[src/rtl/core/bgab_pkg.sv]
// bgab_pkg: shared types, constants and helpers for the gradient fill block
// no dependencies; used by the top level and the testbench
`default_nettype none

package bgab_pkg;

	localparam int MAX_DIM = 4096;
	localparam int DIV_STEPS = 21;
	localparam int NUM_REGS = 7;

	// configuration register indexes
	typedef enum logic [2:0] {
		REG_COLOR_UL = 3'd0,
		REG_COLOR_UR = 3'd1,
		REG_COLOR_LL = 3'd2,
		REG_COLOR_LR = 3'd3,
		REG_RECT     = 3'd4,
		REG_CLIP     = 3'd5,
		REG_BLEND    = 3'd6
	} reg_idx_t;

	typedef struct packed {
		logic [7:0] dest_red;
		logic [7:0] dest_green;
		logic [7:0] dest_blue;
	} dest_req_t;

	typedef struct packed {
		logic [7:0] out_red;
		logic [7:0] out_green;
		logic [7:0] out_blue;
		logic       last_pixel;
	} pix_rsp_t;

	typedef struct packed {
		logic [2:0]  index;
		logic [47:0] value;
	} cfg_req_t;

	// sequencer states
	typedef enum logic [7:0] {
		S_IDLE    = 8'b0000_0001,
		S_LOAD    = 8'b0000_0010,
		S_DIV     = 8'b0000_0100,
		S_MUL     = 8'b0000_1000,
		S_ADD     = 8'b0001_0000,
		S_BLEND_A = 8'b0010_0000,
		S_BLEND_B = 8'b0100_0000,
		S_DONE    = 8'b1000_0000
	} state_t;

	// clamp a 20-bit two's complement 12.8 colour to 0..65535
	function automatic logic [15:0] sat16(input logic [19:0] v);
		logic [15:0] r;
		if (v[19]) begin
			r = 16'd0;
		end else if (|v[18:16]) begin
			r = 16'hFFFF;
		end else begin
			r = v[15:0];
		end
		return r;
	endfunction

endpackage

`default_nettype wire

[src/rtl/core/bgab_chan_if.sv]
// bgab_chan_if: valid/ready channel carrying one payload request
// payload type handed in as a parameter, usually from bgab_pkg
`default_nettype none

interface bgab_chan_if #(
	parameter type T = logic
);
	logic valid;
	logic ready;
	T     data;

	modport source (output valid, output data, input ready);
	modport sink (input valid, input data, output ready);
endinterface

`default_nettype wire

[src/rtl/core/bilinear_gradient_alpha_blend.sv]
// bilinear_gradient_alpha_blend: bilinear RGBA gradient fill with alpha blend
// depends on bgab_pkg and bgab_chan_if
// plain pixel: blend per colour channel, result registered once the output is free, then back to idle
// column start first runs, for each of 4 channels, load, 21 divider steps, multiply and add
// frame start first runs the same sequence for the 8 horizontal steps
// one request in flight; arst_n clears configuration registers, indices and sequencer; result held until taken
`default_nettype none

module bilinear_gradient_alpha_blend #(
	parameter int MaxDim = bgab_pkg::MAX_DIM
) (
	input  wire logic  clk,
	input  wire logic  arst_n,
	bgab_chan_if.sink   cfg,
	bgab_chan_if.sink   dest_in,
	bgab_chan_if.source pix_out
);

	typedef bgab_pkg::pix_rsp_t pix_rsp_t;

	// configuration registers
	logic [31:0] cul_q, cur_q, cll_q, clr_q;
	logic [25:0] rect_q;
	logic [47:0] clip_q;
	logic        blend_q;

	// walk and interpolation state
	bgab_pkg::state_t state_q;
	logic [11:0] col_q, row_q;
	logic [19:0] top_q [4];
	logic [19:0] bot_q [4];
	logic [19:0] hstep_q [8];
	logic [19:0] vstep_q [4];
	logic [19:0] pix_q [4];
	logic        col_phase_q;
	logic [2:0]  ch_q;
	logic [7:0]  dest_q [3];
	logic [7:0]  res_q [3];

	// shared divider
	logic [12:0] rem_q;
	logic [20:0] quo_q;
	logic        neg_q;
	logic [4:0]  div_cnt_q;

	// shared multiplier result
	logic [31:0] prod_q;

	// output register
	logic     out_v_q;
	pix_rsp_t out_q;

	logic [12:0] w, h;
	logic [11:0] ox, oy, dw, dh;
	logic        empty, solid, wrap;
	logic [11:0] col_z, row_z;
	logic [1:0]  k;
	logic [7:0]  lbyte, rbyte;
	logic signed [8:0]  hnum;
	logic [7:0]  hmag;
	logic signed [20:0] vnum;
	logic [20:0] vmag;
	logic [13:0] div_sh;
	logic [13:0] div_diff;
	logic [12:0] den;
	logic [20:0] quo_neg;
	logic [19:0] q20;
	logic [19:0] mul_a;
	logic [11:0] mul_b;
	logic [31:0] prod;
	logic [15:0] c_k;
	logic [15:0] a_sat;
	logic [7:0]  a8;
	logic [24:0] blend_sum;
	logic [12:0] row_n, col_n;
	logic        out_free;

	assign w  = rect_q[12:0];
	assign h  = rect_q[25:13];
	assign ox = clip_q[11:0];
	assign oy = clip_q[23:12];
	assign dw = clip_q[35:24];
	assign dh = clip_q[47:36];

	assign empty = (w == 13'd0) || (h == 13'd0) || (w > 13'(MaxDim)) || (h > 13'(MaxDim))
		|| (dw == 12'd0) || (dh == 12'd0);
	assign solid = (cul_q[23:0] == cur_q[23:0]) && (cul_q[23:0] == cll_q[23:0])
		&& (cul_q[23:0] == clr_q[23:0]);

	// walk position after frame wrap
	assign wrap  = (col_q >= dw) || (row_q >= dh);
	assign col_z = wrap ? 12'd0 : col_q;
	assign row_z = wrap ? 12'd0 : row_q;

	// corner bytes for the horizontal step of the current channel
	assign k     = ch_q[1:0];
	assign lbyte = ch_q[2] ? cll_q[8*k +: 8] : cul_q[8*k +: 8];
	assign rbyte = ch_q[2] ? clr_q[8*k +: 8] : cur_q[8*k +: 8];
	assign hnum  = $signed({1'b0, rbyte}) - $signed({1'b0, lbyte});
	assign hmag  = hnum[8] ? 8'(-hnum) : hnum[7:0];
	assign vnum  = $signed({bot_q[k][19], bot_q[k]}) - $signed({top_q[k][19], top_q[k]});
	assign vmag  = vnum[20] ? 21'(-vnum) : 21'(vnum);

	// restoring divide step
	assign den      = col_phase_q ? h : w;
	assign div_sh   = {rem_q, quo_q[20]};
	assign div_diff = div_sh - {1'b0, den};
	assign quo_neg  = ~quo_q + 21'd1;
	assign q20      = neg_q ? quo_neg[19:0] : quo_q[19:0];

	// blend operands
	assign c_k   = bgab_pkg::sat16(pix_q[k]);
	assign a_sat = bgab_pkg::sat16(pix_q[3]);
	assign a8    = a_sat[15:8];

	// shared multiplier operand select
	always_comb begin
		case (state_q)
			bgab_pkg::S_MUL: begin
				mul_a = q20;
				mul_b = col_phase_q ? oy : ox;
			end
			bgab_pkg::S_BLEND_A: begin
				mul_a = {4'd0, c_k};
				mul_b = {4'd0, a8};
			end
			bgab_pkg::S_BLEND_B: begin
				mul_a = {4'd0, dest_q[k], 8'd0};
				mul_b = {4'd0, 8'd255 - a8};
			end
			default: begin
				mul_a = '0;
				mul_b = '0;
			end
		endcase
	end
	assign prod      = 32'(mul_a) * 32'(mul_b);
	assign blend_sum = prod_q[24:0] + prod[24:0];

	assign row_n    = {1'b0, row_q} + 13'd1;
	assign col_n    = {1'b0, col_q} + 13'd1;
	assign out_free = !out_v_q || pix_out.ready;

	assign cfg.ready     = 1'b1;
	assign dest_in.ready = (state_q == bgab_pkg::S_IDLE);
	assign pix_out.valid = out_v_q;
	assign pix_out.data  = out_q;

	// payload registers
	always_ff @(posedge clk) begin
		case (state_q)
			bgab_pkg::S_IDLE: begin
				dest_q[0] <= dest_in.data.dest_red;
				dest_q[1] <= dest_in.data.dest_green;
				dest_q[2] <= dest_in.data.dest_blue;
			end
			bgab_pkg::S_MUL: begin
				prod_q <= prod;
				if (col_phase_q) begin
					vstep_q[k] <= q20;
				end else begin
					hstep_q[ch_q] <= q20;
				end
			end
			bgab_pkg::S_BLEND_A: begin
				prod_q <= prod;
			end
			bgab_pkg::S_BLEND_B: begin
				res_q[k] <= (blend_q && !solid) ? blend_sum[23:16] : c_k[15:8];
			end
			default: begin
			end
		endcase
	end

	// sequencer, walk state and configuration
	always_ff @(posedge clk or negedge arst_n) begin
		if (!arst_n) begin
			state_q     <= bgab_pkg::S_IDLE;
			cul_q       <= '0;
			cur_q       <= '0;
			cll_q       <= '0;
			clr_q       <= '0;
			rect_q      <= '0;
			clip_q      <= '0;
			blend_q     <= 1'b0;
			col_q       <= '0;
			row_q       <= '0;
			col_phase_q <= 1'b0;
			ch_q        <= '0;
			rem_q       <= '0;
			quo_q       <= '0;
			neg_q       <= 1'b0;
			div_cnt_q   <= '0;
			out_v_q     <= 1'b0;
			out_q       <= '0;
			for (int i = 0; i < 4; i++) begin
				top_q[i] <= '0;
				bot_q[i] <= '0;
				pix_q[i] <= '0;
			end
		end else begin
			if (pix_out.ready) begin
				out_v_q <= 1'b0;
			end
			case (state_q)
				// take a request and pick the set-up needed
				bgab_pkg::S_IDLE: begin
					if (dest_in.valid && !empty) begin
						col_q <= col_z;
						row_q <= row_z;
						ch_q  <= '0;
						if (col_z == 12'd0 && row_z == 12'd0) begin
							col_phase_q <= 1'b0;
							state_q     <= bgab_pkg::S_LOAD;
						end else if (row_z == 12'd0) begin
							col_phase_q <= 1'b1;
							state_q     <= bgab_pkg::S_LOAD;
						end else begin
							state_q <= bgab_pkg::S_BLEND_A;
						end
					end
				end
				// load divider with a signed numerator as sign and magnitude
				bgab_pkg::S_LOAD: begin
					rem_q     <= '0;
					div_cnt_q <= '0;
					if (col_phase_q) begin
						neg_q <= vnum[20];
						quo_q <= vmag;
					end else begin
						neg_q <= hnum[8];
						quo_q <= {5'd0, hmag, 8'd0};
					end
					state_q <= bgab_pkg::S_DIV;
				end
				bgab_pkg::S_DIV: begin
					if (!div_diff[13]) begin
						rem_q <= div_diff[12:0];
						quo_q <= {quo_q[19:0], 1'b1};
					end else begin
						rem_q <= div_sh[12:0];
						quo_q <= {quo_q[19:0], 1'b0};
					end
					div_cnt_q <= div_cnt_q + 5'd1;
					if (div_cnt_q == 5'(bgab_pkg::DIV_STEPS - 1)) begin
						state_q <= bgab_pkg::S_MUL;
					end
				end
				bgab_pkg::S_MUL: begin
					state_q <= bgab_pkg::S_ADD;
				end
				// offset the edge or pixel start by step times clip offset
				bgab_pkg::S_ADD: begin
					if (col_phase_q) begin
						pix_q[k] <= top_q[k] + prod_q[19:0];
						if (ch_q == 3'd3) begin
							ch_q    <= '0;
							state_q <= bgab_pkg::S_BLEND_A;
						end else begin
							ch_q    <= ch_q + 3'd1;
							state_q <= bgab_pkg::S_LOAD;
						end
					end else begin
						if (ch_q[2]) begin
							bot_q[k] <= {4'd0, lbyte, 8'd0} + prod_q[19:0];
						end else begin
							top_q[k] <= {4'd0, lbyte, 8'd0} + prod_q[19:0];
						end
						if (ch_q == 3'd7) begin
							col_phase_q <= 1'b1;
							ch_q        <= '0;
						end else begin
							ch_q <= ch_q + 3'd1;
						end
						state_q <= bgab_pkg::S_LOAD;
					end
				end
				bgab_pkg::S_BLEND_A: begin
					state_q <= bgab_pkg::S_BLEND_B;
				end
				bgab_pkg::S_BLEND_B: begin
					if (ch_q == 3'd2) begin
						state_q <= bgab_pkg::S_DONE;
					end else begin
						ch_q    <= ch_q + 3'd1;
						state_q <= bgab_pkg::S_BLEND_A;
					end
				end
				// present result and step the walk
				bgab_pkg::S_DONE: begin
					if (out_free) begin
						out_v_q          <= 1'b1;
						out_q.out_red    <= res_q[0];
						out_q.out_green  <= res_q[1];
						out_q.out_blue   <= res_q[2];
						out_q.last_pixel <= (col_q == dw - 12'd1) && (row_q == dh - 12'd1);
						for (int i = 0; i < 4; i++) begin
							pix_q[i] <= pix_q[i] + vstep_q[i];
						end
						if (row_n >= {1'b0, dh}) begin
							row_q <= '0;
							for (int i = 0; i < 4; i++) begin
								top_q[i] <= top_q[i] + hstep_q[i];
								bot_q[i] <= bot_q[i] + hstep_q[i+4];
							end
							col_q <= (col_n >= {1'b0, dw}) ? 12'd0 : col_n[11:0];
						end else begin
							row_q <= row_n[11:0];
						end
						state_q <= bgab_pkg::S_IDLE;
					end
				end
				default: begin
					state_q <= bgab_pkg::S_IDLE;
				end
			endcase
			// register writes restart the frame
			if (cfg.valid) begin
				case (cfg.data.index)
					bgab_pkg::REG_COLOR_UL: cul_q <= cfg.data.value[31:0];
					bgab_pkg::REG_COLOR_UR: cur_q <= cfg.data.value[31:0];
					bgab_pkg::REG_COLOR_LL: cll_q <= cfg.data.value[31:0];
					bgab_pkg::REG_COLOR_LR: clr_q <= cfg.data.value[31:0];
					bgab_pkg::REG_RECT:     rect_q <= cfg.data.value[25:0];
					bgab_pkg::REG_CLIP:     clip_q <= cfg.data.value;
					bgab_pkg::REG_BLEND:    blend_q <= cfg.data.value[0];
					default: begin
					end
				endcase
				if (cfg.data.index < 3'(bgab_pkg::NUM_REGS)) begin
					col_q <= '0;
					row_q <= '0;
				end
			end
		end
	end

`ifndef NO_ASSERTIONS
	// divider never runs past its step count
	assert property (@(posedge clk) disable iff (!arst_n)
		(state_q == bgab_pkg::S_DIV) |-> (div_cnt_q < 5'(bgab_pkg::DIV_STEPS)))
		else $error("divider step count overrun");

	// column set-up only walks the four channels
	assert property (@(posedge clk) disable iff (!arst_n)
		(state_q == bgab_pkg::S_LOAD && col_phase_q) |-> (ch_q < 3'd4))
		else $error("column set-up channel out of range");

	// a finished pixel lies inside the drawn window
	assert property (@(posedge clk) disable iff (!arst_n)
		(state_q == bgab_pkg::S_DONE && !cfg.valid) |-> (col_q < dw && row_q < dh))
		else $error("walk position outside drawn window");

	// a new result only replaces one that has been taken
	assert property (@(posedge clk) disable iff (!arst_n)
		(out_v_q && !pix_out.ready) |=> (out_v_q && $stable(out_q)))
		else $error("pending result overwritten");
`endif

endmodule

`default_nettype wire

[src/flat_wrapper.sv]
// flat-port wrapper written by rule: the top's interface ports become plain ports
module bilinear_gradient_alpha_blend_flat 
#(
	parameter int MaxDim = bgab_pkg::MAX_DIM
)
  (clk, arst_n, cfg_valid, cfg_data, cfg_ready, dest_in_valid, dest_in_data, dest_in_ready, pix_out_valid, pix_out_data, pix_out_ready);
  bgab_chan_if #(.T(bgab_pkg::cfg_req_t)) cfg_i ();
  bgab_chan_if #(.T(bgab_pkg::dest_req_t)) dest_in_i ();
  bgab_chan_if #(.T(bgab_pkg::pix_rsp_t)) pix_out_i ();
  input  wire logic clk;
  input  wire logic arst_n;
  input wire logic [$bits(cfg_i.valid)-1:0] cfg_valid;
  input wire logic [$bits(cfg_i.data)-1:0] cfg_data;
  output wire logic [$bits(cfg_i.ready)-1:0] cfg_ready;
  input wire logic [$bits(dest_in_i.valid)-1:0] dest_in_valid;
  input wire logic [$bits(dest_in_i.data)-1:0] dest_in_data;
  output wire logic [$bits(dest_in_i.ready)-1:0] dest_in_ready;
  output wire logic [$bits(pix_out_i.valid)-1:0] pix_out_valid;
  output wire logic [$bits(pix_out_i.data)-1:0] pix_out_data;
  input wire logic [$bits(pix_out_i.ready)-1:0] pix_out_ready;
  assign cfg_i.valid = cfg_valid;
  assign cfg_i.data = cfg_data;
  assign cfg_ready = cfg_i.ready;
  assign dest_in_i.valid = dest_in_valid;
  assign dest_in_i.data = dest_in_data;
  assign dest_in_ready = dest_in_i.ready;
  assign pix_out_valid = pix_out_i.valid;
  assign pix_out_data = pix_out_i.data;
  assign pix_out_i.ready = pix_out_ready;
  bilinear_gradient_alpha_blend #(.MaxDim(MaxDim)) u_core (.clk(clk), .arst_n(arst_n), .cfg(cfg_i), .dest_in(dest_in_i), .pix_out(pix_out_i));
endmodule
[config.mk]
export PLATFORM = sky130hd
export DESIGN_NAME = bilinear_gradient_alpha_blend_flat
export DESIGN_NICKNAME = d
export VERILOG_FILES = /design/src/rtl/core/bgab_pkg.sv /design/src/rtl/core/bgab_chan_if.sv /design/src/rtl/core/bilinear_gradient_alpha_blend.sv /design/src/flat_wrapper.sv
export SDC_FILE = /design/constraint.sdc
export NUM_CORES = 2
export LEC_CHECK = 0
export BUFFER_PORTS_ARGS = -buffer_cell sky130_fd_sc_hd__buf_4
export CAP_MARGIN = 20
export CORE_ASPECT_RATIO = 1.1
export CORE_MARGIN = 2
export CORE_UTILIZATION = 30
export CTS_CLUSTER_SIZE = 10
export DETAILED_ROUTE_END_ITERATION = 10
export PLACE_DENSITY_LB_ADDON = 0.25
export SLEW_MARGIN = 20
export SYNTH_ARGS = -nofsm -noshare
export SYNTH_HDL_FRONTEND = slang
export SYNTH_SLANG_ARGS = --single-unit
[constraint.sdc]
create_clock -name clk -period 21.1 [get_ports clk]
set_input_delay 3.165 -clock clk [delete_from_list [all_inputs] [get_ports clk]]
set_output_delay 3.165 -clock clk [all_outputs]
set_load 0.01 [all_outputs]
==> run summary <==
Finished Cell Area = 0.0663 mm²
Clock transition at path regs = 0.06 ns
sequential cell area fraction in the yosys report = 39.2%
Yosys top cell by area = dfrtp_1
post-synthesis adder-cell area fraction = 14.9%
Synth Area in XOR/XNOR = 5.71%
# hold bufs at CTS = 0
Avg WL per Cell = 24.7 µm
PwrDens = 93.0 mW/mm²
Hold Path Class = reg -> reg
CP required = 21.64 ns
Yosys reg bits = 857
first-pass GRT wire length = 311000 µm
max-cap violations = 0
Total Wirelength = 211000 µm
Synth cell types = 95
Rows = 170
reg2reg start = u_core.ch_q[0]
Crit. End Element = flop
P&R area growth vs syn = 12.9%
synthesized cell area = 0.0587 mm²
CP most frequent cell = fa_1
DRT iter0 DRCs = 4161
RD Place Congestion = 0.916
Slew @ Worst Pin = 1.16 ns
crit start category = flop
Sequential Power Share = 37.1%
GRT Total Usage = 20.9%
Slew HR = 21.7%
mux cell area share after synthesis = 8.48%
Post-synth EDFFs = 312
Crit Path Max Fanout = 35
Hold Fails Final Rpt = 0
H-tree depth = 3
Worst VDD drop = 94.4 µV
sw power = 2.37 mW
layout cells sized above 1 = 12.5%
Final Max Tran Viols = 0
Post-synth ARST share = 63.6%
RSZ-0062 raised after global routing = no
Hold Path Origin = u_core.res_q[2][7]
clk sink count = 857
crit path time final = 9.33 ns
Final Skew = 0.0439 ns
final net count = 6569
vias in the first global route = 45961
status = finished clean
Synth Area in Simple Gates = 12.6%
I/O pin cnt = 108
grt ovf = 0
setup TNS after final layout = 0 ns
placed instance area = 0.0630 mm²
Tcrit/Tclk final = 44.2%
hpwl dp = 154000 µm
CP peak stage delay = 0.93 ns
ys flop type = dfrtp_1
Int Pwr = 3.79 mW
Crit path arrival time = 9.87 ns
Placeable Area = 0.195 mm²
Slowest-stage cell, CP = dfrtp_4
Port Buf Inserts = 106
crit path launch = u_core.ch_q[0]
Pleak = 27.7 nW
initial antenna violation count = 10
Starting Density = 30.1%
Synth top area share = 23.2%
sw frac = 38.5%
Min Hold Slack = 0.440 ns
Post-Syn Area per Cell = 10.1 µm²
Crit Path Category = reg -> reg
cells after synthesis = 5801
postcts setup bufs = 0
synth warn = 0
Final Util = 34.0%
final setup violation count = 0
Vias = 46314
Syn Nets = 6479
Clk pwr share = 28.4%
Vias/cell = 5.41
CTS tree = done
# DRC = 0
clk_lat worst skew = 0.76 ns
area of the die = 0.199 mm²
power share of the combinational group = 34.6%
post_cts resized = 0
ANT nets after route = 0
Synth Area in Compound Gates = 15.1%
total CTS buffers = 104
main combinational cell family by area after synthesis = compound AO/OA/AOI/OAI gates
die height = 468 µm
Die W = 426 µm
largest net degree at the start of global routing = 150
CTS max path bufs = 3
DR pass1 iterations = 8
Area contributors post-synth = dfrtp_1, edfxtp_1, ha_1, fa_1, mux2_2
Max Clk Rate = 107 MHz
root buffer cell = clkbuf_16
total power draw = 6.16 mW
power by group through the flow:
stage	clock, mW	combinational (mW)	sequential (mW)
CTS	1.79	2.12	2.28
floorplan	0	1.30	2.18
finish	1.75	2.13	2.28
global route	1.85	2.28	2.30
global placement	0	2.09	2.31
detailed placement	0	2.10	2.31
layout by cell type, fill, tap and decap left out, types with 54 or more instances in the layout:
master / n
a21o_1: 99
a21oi_1: 370
a22oi_1: 78
and3_1: 56
buf_4: 210
clkbuf_16: 105
dfrtp_1: 540
edfxtp_1: 312
fa_1: 172
ha_1: 423
inv_1: 391
mux2_2: 209
mux2i_1: 62
mux4_2: 89
nand2_1: 564
nand2b_1: 55
nand3_1: 92
nor2_1: 405
nor2b_1: 89
nor3_1: 97
o21ai_0: 356
o22ai_1: 54
xnor2_1: 209
xor2_1: 154
metrics by stage:
stage                     std cells  worst slack (ns)
after floorplan                5801             12.39
after global placement         8361             11.92
after detailed placement       8363             11.82
after CTS                      8547             11.74
after global routing           8549             11.14
final                          8554             11.77
final timing paths:
kind | cells past startpoint | endpoint | slack [ns]
min | 2 | u_core.pix_out.data[8] | 0.44
max in group asynchronous | 4 | u_core.pix_out.data[15] | 16.64
min reg2reg | 2 | u_core.pix_out.data[8] | 0.44
max reg2reg | 28 | u_core.res_q[0][7] | 11.77
max | 28 | u_core.res_q[0][7] | 11.77
min in group asynchronous | 1 | u_core.bot_q[28] | 2.46
cell usage after synthesis, types with 46 or more instances:
cell type and instances:
a21o_1 99, a21oi_1 375, a22oi_1 78, and3_1 56, clkbuf_1 194, dfrtp_1 544
edfxtp_1 312, fa_1 172, ha_1 426, inv_1 391, mux2_2 209, mux2i_1 62
mux4_2 89, nand2_1 565, nand2b_1 55, nand3_1 92, nor2_1 418, nor2b_1 89
nor3_1 102, o21a_1 46, o21ai_0 362, o22a_1 49, o22ai_1 54, xnor2_1 219
xor2_1 155
cell type report:
type                    instances  area (µm²)
fillers                     19810      129000
clock buffers                 169        3020
diodes                          5        12.5
multi-input cells            4318       33700
clock inverters                15         200
well taps                    2580        3230
repair buffers                217        1680
inverters                     393        1480
flip-flops and latches        857       23000
routing by layer:
layer | GRT usage (%) | up-vias | routed length (µm)
met5 | 0 | - | 0
met4 | 7.91 | 0 | 8240
met3 | 2.93 | 301 | 13000
met2 | 34.2 | 1624 | 98600
met1 | 27.9 | 23361 | 91100
li1 | - | 21028 | -
sequential cells by signal (all words and copies together), names as in the netlist, 8 cells and up:
signal,count
u_core.clr_q,32
u_core.pix_out.data,25
u_core.cur_q,32
u_core.quo_q,21
u_core.vstep_q,80
u_core.prod_q,24
u_core.dest_q,24
u_core.bot_q,80
u_core.pix_q,80
u_core.cul_q,32
u_core.col_q,12
u_core.rect_q,26
u_core.cll_q,32
u_core.hstep_q,160
u_core.rem_q,13
u_core.top_q,80
u_core.clip_q,48
u_core.state_q,8
u_core.row_q,12
u_core.res_q,24
logic make-up after synthesis:
logic type | count (synthesis)
compound gates | 1394
xor+xnor | 378
fa+ha+maj | 598
buf+inv | 626
flops | 857
mux | 360
other cells | 1
simple gates | 1587
worst max-delay path, delay by kind of cell (launching register included):
kind            cells  cell delay [ns]
fa+ha+maj           7             2.97
compound gates     10             2.20
simple gates        5             1.67
flops               1             0.93
mux                 1             0.75
xor+xnor            2             0.41
buf+inv             3             0.15
Power figures use the tool's default switching activity.
